**config.mk**
```make
export PLATFORM = sky130hd
export DESIGN_NAME = lifestep_ram
export DESIGN_NICKNAME = d
export VERILOG_FILES = /design/src/rtl/lifestep_ram.sv
export SDC_FILE = /design/constraint.sdc
export NUM_CORES = 2
export LEC_CHECK = 0
export BUFFER_PORTS_ARGS = -buffer_cell sky130_fd_sc_hd__buf_2
export CAP_MARGIN = 40
export CORE_MARGIN = 1
export CORE_UTILIZATION = 39
export DETAILED_ROUTE_END_ITERATION = 10
export PLACE_DENSITY_LB_ADDON = 0.1
export SLEW_MARGIN = 20
export SYNTH_ARGS = -nofsm -noshare
export SYNTH_HDL_FRONTEND = slang
export SYNTH_SLANG_ARGS = --single-unit
```
**constraint.sdc**
```tcl
create_clock -name clk_i -period 9.1 [get_ports clk_i]
set_input_delay 1.365 -clock clk_i [delete_from_list [all_inputs] [get_ports clk_i]]
set_output_delay 1.365 -clock clk_i [all_outputs]
set_load 0.1 [all_outputs]
```
**src/rtl/lifestep_ram.sv**
```systemverilog
// Generic single-clock RAM: one write port, one read port, registered read.
// No package dependencies.
module lifestep_ram #(
  parameter int unsigned WIDTH = 64,
  parameter int unsigned DEPTH = 64
) (
  input  logic                     clk_i,
  input  logic                     we_i,
  input  logic [$clog2(DEPTH)-1:0] waddr_i,
  input  logic [WIDTH-1:0]         wdata_i,
  input  logic                     re_i,
  input  logic [$clog2(DEPTH)-1:0] raddr_i,
  output logic [WIDTH-1:0]         rdata_o
);

  logic [WIDTH-1:0] mem_q [DEPTH];

  // Write port.
  always_ff @(posedge clk_i) begin
    if (we_i) begin
      mem_q[waddr_i] <= wdata_i;
    end
  end

  // Registered read port.
  always_ff @(posedge clk_i) begin
    if (re_i) begin
      rdata_o <= mem_q[raddr_i];
    end
  end

endmodule

```
==> out/metrics.yaml <==
status:
  status: "finished, final reports clean"
die:
  core_um2: 400000
  initial_core_util_pct: 39.25
  die_area_um2: 405100
  die_h_um: 636.5
  row_count: 232
  io_pins: 143
  die_x_um: 636.5
global_route:
  grt-ovfl-total: 0
  antenna_found_initial: 50
  grt_pass1_vias: 77804
  grt_max_degree: 111
  grt.total_usage_pct: 24.04
  grt_pass1_wl_um: 668200
route:
  viasPerCell: 5.927
  vias: 75921
  routedWlPerCell_um: 38.35
  drc: 0
  detail_route.first_pass.iterations: 5
  postRouteAntennaNets: 0
  drt_iter0_drc: 8854
  wl_um: 491300
power:
  power_leakage_nw: 56.77
  p_comb_share_pct: 5.1
  peakVddDrop_mv: 0.1787
  powerDensity_nw_per_um2: 227.6
  p_sw_share_pct: 21.79
  p_int_mw: 32.48
  pwr-share-clk_pct: 43.5
  pwr-share-seq_pct: 51.4
  p_sw_mw: 9.050
clock_tree:
  post_cts_resized: 0
  cts-root-buf: "clkbuf_16"
  h-tree-depth: 5
  cts_setup_buffers: 0
  clk_latency_ps: 990
  cts_num_sinks: 4160
  ctsHoldBuffers: 0
  tritoncts: "done"
  clock_path_buffers: 4
  clkTransAtPathRegs_ps: 60
  cts_buffers: 446
sta:
  finalSetupTns_ps: 0
  worst_pin_slew_ps: 999.5
  clock.fmax_mhz: 240.2
  layout_setup_ws_ps: 4937
  period_minus_slack_ps: 4163
  drv_slew: 0
  hold_viol: 0
  setup_viol: 0
  slew_headroom_pct: 33.37
  finalCritPeriodShare_pct: 45.75
  rsz0062_at_grt: "no"
  fin_worst_skew_ps: 61.15
critical_path:
  cp-end-kind: "register"
  critPathSlowestCell: "mux4_2"
  worst_setup_path_start_kind: "input port"
  path_cells: "buf_12 -> buf_12 -> buf_12 -> buf_4 -> mux4_2 -> a22o_1 -> nor2_1 -> a211oi_1"
  path_common_cell: "buf_12"
  path_delay_family: "buffers and inverters"
  crit_type: "in -> reg"
  cp.buffers_inverters: 4
  cp_data_required_time_ps: 9750
  worstPathMaxFanout: 83
  worstPathArrival_ps: 4810
  max_stage_delay_ps: 560
placed_design:
  post-place-ws_ps: 3911
  place_congestion: 0.7647
  port_buffers: 142
  dp_hpwl_um: 271200
finish:
  fin_util_pct: 45.61
  multi_input_area_um2: 30780
  seqCellArea_um2: 124900
  fillers: 33254
  drive_above_1_share_pct: 29.63
  area_delta_synth_final_pct: 16.22
  final_nets: 7227
synthesis:
  yosys-top-cells-count: "edfxtp_1, mux4_2, buf_2, a22oi_1, clkbuf_1"
  async_flop_share_pct: 0
  yosys.cell_types.count: 32
  synth-main-ff-cell: "edfxtp_1"
  ys_ff_latch: 4160
  synth_edf_count: 4160
  yosysTopAreaCell: "edfxtp_1"
  synth_cells: 6598
  synth.most_common_cell: "edfxtp_1"
  seq_area_frac_synth_pct: 79.57
  synth_top_area_share_pct: 79.57
  synth.area.top_cells: "edfxtp_1, mux4_2, mux2i_1"
  ys_warn_count: 0
  syn_nets: 6677
  synth.avg_cell_area_um2: 23.79
  synth_area_um2: 157000
flow_run:
  drv_cap: 0
worst_hold_path:
  hold_path_class: "in -> reg"
-- layer usage --
layer	global-route usage (%)	share of wire (%)	vias up
met2	39.13	48	2843
met3	3.509	6.3	623
li1	-	-	29771
met4	5.670	2.4	6
met5	0	0.0081	-
met1	34.39	43	42678
-- layout make-up --
class                      instances  share of cell area (%)
timing repair buffer             472                   3.035
clock inverter                   262                   1.501
tap                             5265                   3.611
sequential                      4160                   68.47
antenna                           27                 0.03703
clock buffer                     555                   6.435
multi-input combinational       2049                   16.87
inverter                          19                 0.03909
-- cells in the final DEF (no fill, tap or decap), drive strengths merged --
master,netlist,routed
nand3,45,45
o22ai,83,83
a31o,1,1
and3,64,64
nand4,2,2
a31oi,18,18
nand3b,2,2
or2,28,28
inv,19,30
nand2,58,58
o221ai,38,38
a2bb2oi,19,19
buf,230,472
a22oi,168,168
nor3,2,2
bufinv,0,48
or3b,1,1
a41oi,26,26
nand2b,11,11
nor2b,28,28
a211oi,63,63
nand4b,1,1
clkbuf,140,555
edfxtp,4160,4160
and2,3,3
mux4,1024,1024
clkinvlp,0,10
or3,29,29
diode,0,27
clkinv,0,193
mux2i,135,135
nor2,112,112
a22o,88,88
-- registers in the layout, summed over array words and instances (netlist names) --
signal,count
rdata_o,64
mem_q,4096
-- kinds of logic (layout without fill, tap and decap cells) --
kind of cell	Yosys count	after routing	synth area share, %
buffers and inverters	389	1308	1.176
AND/OR/NAND/NOR	386	386	1.235
flip-flops	4160	4160	79.57
multiplexers	1159	1159	15.55
other	0	27	0
AO/OA/AOI/OAI	504	504	2.467
-- through the flow --
stage	total power, mW	std cells	instance area (um^2)	hold WS, ps
after floorplan	22.90	6598	157000	864.8
after global placement	23.77	11837	165100	895.0
after detailed placement	23.88	11958	167800	905.8
after CTS	41.90	12775	182200	669.0
after global routing	42.68	12790	182400	693.3
final	41.53	12809	182400	745.6
-- path summary, 6_finish.rpt --
check | from | to | slack [ps] | depth (start not counted)
max reg2reg | mem_q[8][18] | rdata_o[18] | 6500 | 5
min reg2reg | mem_q[28][61] | rdata_o[61] | 910 | 4
min | wdata_i[58] | mem_q[56][58] | 750 | 1
max | raddr_i[0] | rdata_o[19] | 4940 | 8
-- power groups by stage --
stage          clock [mW]  sequential (mW)  combinational [mW]
3_5_place_dp            0             21.7                2.13
2_1_floorplan           0             21.9               0.989
6_report             18.1             21.3                2.11
4_1_cts              18.4             21.3                2.14
3_3_place_gp            0             21.8                2.02
5_1_grt              19.1             21.3                2.23
Power figures use the tool's default switching activity.
