## config.mk

```make
export PLATFORM = sky130hd
export DESIGN_NAME = lifestep_rule_row
export DESIGN_NICKNAME = d
export VERILOG_FILES = /design/src/rtl/lifestep_pkg.sv /design/src/rtl/lifestep_rule_row.sv
export SDC_FILE = /design/constraint.sdc
export NUM_CORES = 1
export LEC_CHECK = 0
export ABC_AREA = 1
export BUFFER_PORTS_ARGS = -buffer_cell sky130_fd_sc_hd__buf_2
export CAP_MARGIN = 20
export CORE_ASPECT_RATIO = 0.5
export CORE_MARGIN = 2
export CORE_UTILIZATION = 58
export DETAILED_ROUTE_END_ITERATION = 6
export GPL_ROUTABILITY_DRIVEN = 0
export GPL_TIMING_DRIVEN = 0
export PLACE_DENSITY = 0.85
export SYNTH_ARGS = -nofsm -noshare
export SYNTH_HDL_FRONTEND = slang
export SYNTH_SLANG_ARGS = --single-unit
```

## constraint.sdc

```tcl
create_clock -name vclk -period 3.5
set_clock_uncertainty 0.2 [all_clocks]
set_input_delay 0.175 -clock vclk [all_inputs]
set_output_delay 0.175 -clock vclk [all_outputs]
set_load 0.005 [all_outputs]
```

## src/rtl/lifestep_pkg.sv

```systemverilog
// Shared types and constants for the life generation step unit.
// Used by the top level and the row rule evaluator; depends on nothing.
package lifestep_pkg;

  // Request opcodes; code 3 is unused and does nothing.
  typedef enum logic [1:0] {
    OP_WRITE = 2'd0,
    OP_READ  = 2'd1,
    OP_STEP  = 2'd2
  } opcode_e;

  // Neighbor count width: up to 8 live neighbors.
  localparam int unsigned NBR_W = 4;

  // B3/S23 rule thresholds.
  localparam logic [NBR_W-1:0] SURVIVE_CNT = 4'd2;
  localparam logic [NBR_W-1:0] BIRTH_CNT   = 4'd3;

  // Population result width and its saturation limit.
  localparam int unsigned POP_OUT_W = 13;
  localparam logic [POP_OUT_W-1:0] POP_MAX = 13'h1FFF;

  // Bits per population count chunk.
  localparam int unsigned CHUNK_W = 8;

endpackage

```

## src/rtl/lifestep_rule_row.sv

```systemverilog
// Next-generation rule for one full grid row, one lane per column.
// Depends on lifestep_pkg for the B3/S23 thresholds.
module lifestep_rule_row
  import lifestep_pkg::*;
#(
  parameter int unsigned GRID_SIZE = 64
) (
  input  logic [GRID_SIZE-1:0] above_i,
  input  logic [GRID_SIZE-1:0] mid_i,
  input  logic [GRID_SIZE-1:0] below_i,
  output logic [GRID_SIZE-1:0] next_o
);

  // Rows padded with a dead cell at each edge, so there is no wraparound.
  logic [GRID_SIZE+1:0] above_pad;
  logic [GRID_SIZE+1:0] mid_pad;
  logic [GRID_SIZE+1:0] below_pad;
  logic [NBR_W-1:0]     nbr_cnt;

  assign above_pad = {1'b0, above_i, 1'b0};
  assign mid_pad   = {1'b0, mid_i, 1'b0};
  assign below_pad = {1'b0, below_i, 1'b0};

  // Count the eight neighbors of each column and apply the rule.
  always_comb begin
    next_o  = '0;
    nbr_cnt = '0;
    for (int c = 0; c < GRID_SIZE; c++) begin
      nbr_cnt = NBR_W'(above_pad[c]) + NBR_W'(above_pad[c+1]) + NBR_W'(above_pad[c+2])
              + NBR_W'(mid_pad[c])                             + NBR_W'(mid_pad[c+2])
              + NBR_W'(below_pad[c]) + NBR_W'(below_pad[c+1]) + NBR_W'(below_pad[c+2]);
      next_o[c] = (nbr_cnt == BIRTH_CNT) || (mid_pad[c+1] && (nbr_cnt == SURVIVE_CNT));
    end
  end

endmodule

```

==> summary.txt <==
Outcome
  – Outcome: finished, final reports clean

Power and ir drop
  – PD cells: 294.2 nW/um^2
  – Pleak: 8.165 nW
  – Worst vdd ir: 0.0001875 V
  – Overall power: 3.832 mW

Drt
  – Iter 0 DRT Violations: 238
  – DRC violations left: 0
  – First-pass detailed-route iteration total: 6
  – Total number of vias: 9,002
  – Vias per cell: 4.574
  – WL/cell: 11.20 um
  – Antenna Nets Post-Route: 0
  – Final WL: 22,050 um

Setup path
  – Critical path class: primary input to primary output
  – CP required: 3.12 ns
  – CP cell instances: buf_2 -> inv_1 -> fa_1 -> fa_1 -> fa_1 -> inv_1 -> ha_1 -> fa_1 -> nand3_1 -> a21oi_1 -> buf_2
  – Worst EP arrival: 2.99 ns
  – Worst Path Buf+Inv: 4
  – CP delay by family, top: adder cells
  – Setup crit end kind: primary output
  – CP max stage delay: 0.57 ns
  – Slowest CP cell: fa_1
  – CP dominant cell by count: fa_1
  – Crit start category: primary input
  – Worst Path Max Fanout: 2

Logic synthesis
  – Synth cell count leaders: inv_1, fa_1, ha_1
  – Post-synthesis sequential area ratio: 0%
  – Synthesized area per cell: 7.900 sq um
  – Synth top area cells: fa_1, ha_1, inv_1
  – Synth Cell Area: 11,400 sq um
  – Synth area leader: fa_1
  – Post-synth cell types: 10
  – Most frequent cell after synthesis: inv_1
  – Synth top area share: 44.25%
  – Ys Warns: 0
  – Mapped Cells: 1,443
  – Syn Nets: 2,075

Finish
  – Area delta synth->final: 14.26%
  – Design area: 13,030 sq um
  – Register area: 0 sq um
  – Seq_cells: 0
  – # fillers: 1,611
  – Clock buffer count in the final layout: 0
  – Final nets: 2,333
  – Final cell count without fillers: 1,968
  – Final core utilization: 67.25%
  – Layout cell share with drive strength beyond 1: 15.13%

Die
  – Die W: 202.3 um
  – Rows: 36
  – Initial Util: 58.86%
  – Core area: 19,370 sq um
  – Die area: 20,860 sq um
  – I/O Pins: 256
  – Die Y: 103.1 um

Hold path
  – Worst Hold Class: primary input to primary output

Place
  – Pre-CTS WS: 0.04887 ns
  – Post-DP Area: 13,010 sq um
  – IO buf count: 256
  – Dpl hpwl: 21,390 um
  – Placed Cells incl. Taps: 1,965

Timing
  – Final hold violation count: 0
  – Maximum clock frequency: 297.1 MHz
  – Setup TNS: 0 ns
  – Clock period minus worst slack: 3.366 ns
  – Fin. max-slew vios: 0
  – Setup ws final: 0.1337 ns
  – RSZ-0062 raised after global routing: no
  – Slew HR: 84.49%
  – Slew of the pin with the lowest slew margin: 0.2324 ns
  – Hold WS: 0.5242 ns
  – Setup violations, final: 0
  – Final Cycle Share: 96.18%

Flow run
  – Max-cap violations: 0

Global route
  – Vias in the first global route: 9,197
  – GRT Util Overall: 22.14%
  – First-pass GRT wire length: 38,580 um
  – Largest net degree at the start of global routing: 4
  – Antenna violations before repair: 3
  – Total gr overflow: 0

Clock tree
  – CTS Hold Buffers Added: 0
where the power goes:
| group | switching [mW] | internal, mW | total [mW] |
|---|---|---|---|
| Sequential | 0 | 0 | 0 |
| Clock | 0 | 0.000000115 | 0.000000115 |
| Combinational | 2.10 | 1.74 | 3.83 |
| Total | 2.10 | 1.74 | 3.83 |
routing by layer:
metal | vias up | track usage [%] | wire length, um
li1 | 4606 | - | -
met1 | 4182 | 27.31 | 9172
met2 | 196 | 43.57 | 11400
met3 | 16 | 2.908 | 1273
met4 | 2 | 2.077 | 199
met5 | - | 0 | 7
worst min-delay path: stages:
cell     delay, ns
buf_2         0.11
o21ai_0       0.07
nor2_1        0.08
buf_2         0.11
cells in the final DEF, fill, tap and decap left out:
cell,netlist,routed
buf_2,0,256
or2_0,1,1
diode_2,0,3
fa_1,252,252
a21oi_1,61,60
nand2_1,185,185
inv_1,625,625
nand3_1,122,122
a21boi_0,1,1
nor2_1,6,6
o21ai_0,2,2
ha_1,188,188
a21oi_2,0,1
final timing paths:
| path | to | startpoint | cells past startpoint |
|---|---|---|---|
| max | next_o[62] | above_i[61] | 11 |
| min | next_o[0] | mid_i[0] | 4 |
cell families after synthesis:
group	count (synthesis)	share of synthesized area [%]
compound gates	64	2.832
simple gates	314	11.70
fa+ha+maj	440	64.89
buf+inv	625	20.58
layout make-up:
cell class         count  area, sq um  share of cell area, %
well taps            266        332.8                  2.555
inverters            625         2346                  18.01
diodes                 3        7.507                0.05764
multi-input cells    818         9057                  69.54
repair buffers       256         1281                  9.837
what timing repair did:
| action | in CTS | in global routing |
|---|---|---|
| resized for setup | 0 | 1 |
| buffers inserted | 0 | 0 |
| setup endpoints to repair | 0 | 1 |
Power figures use the tool's default switching activity.
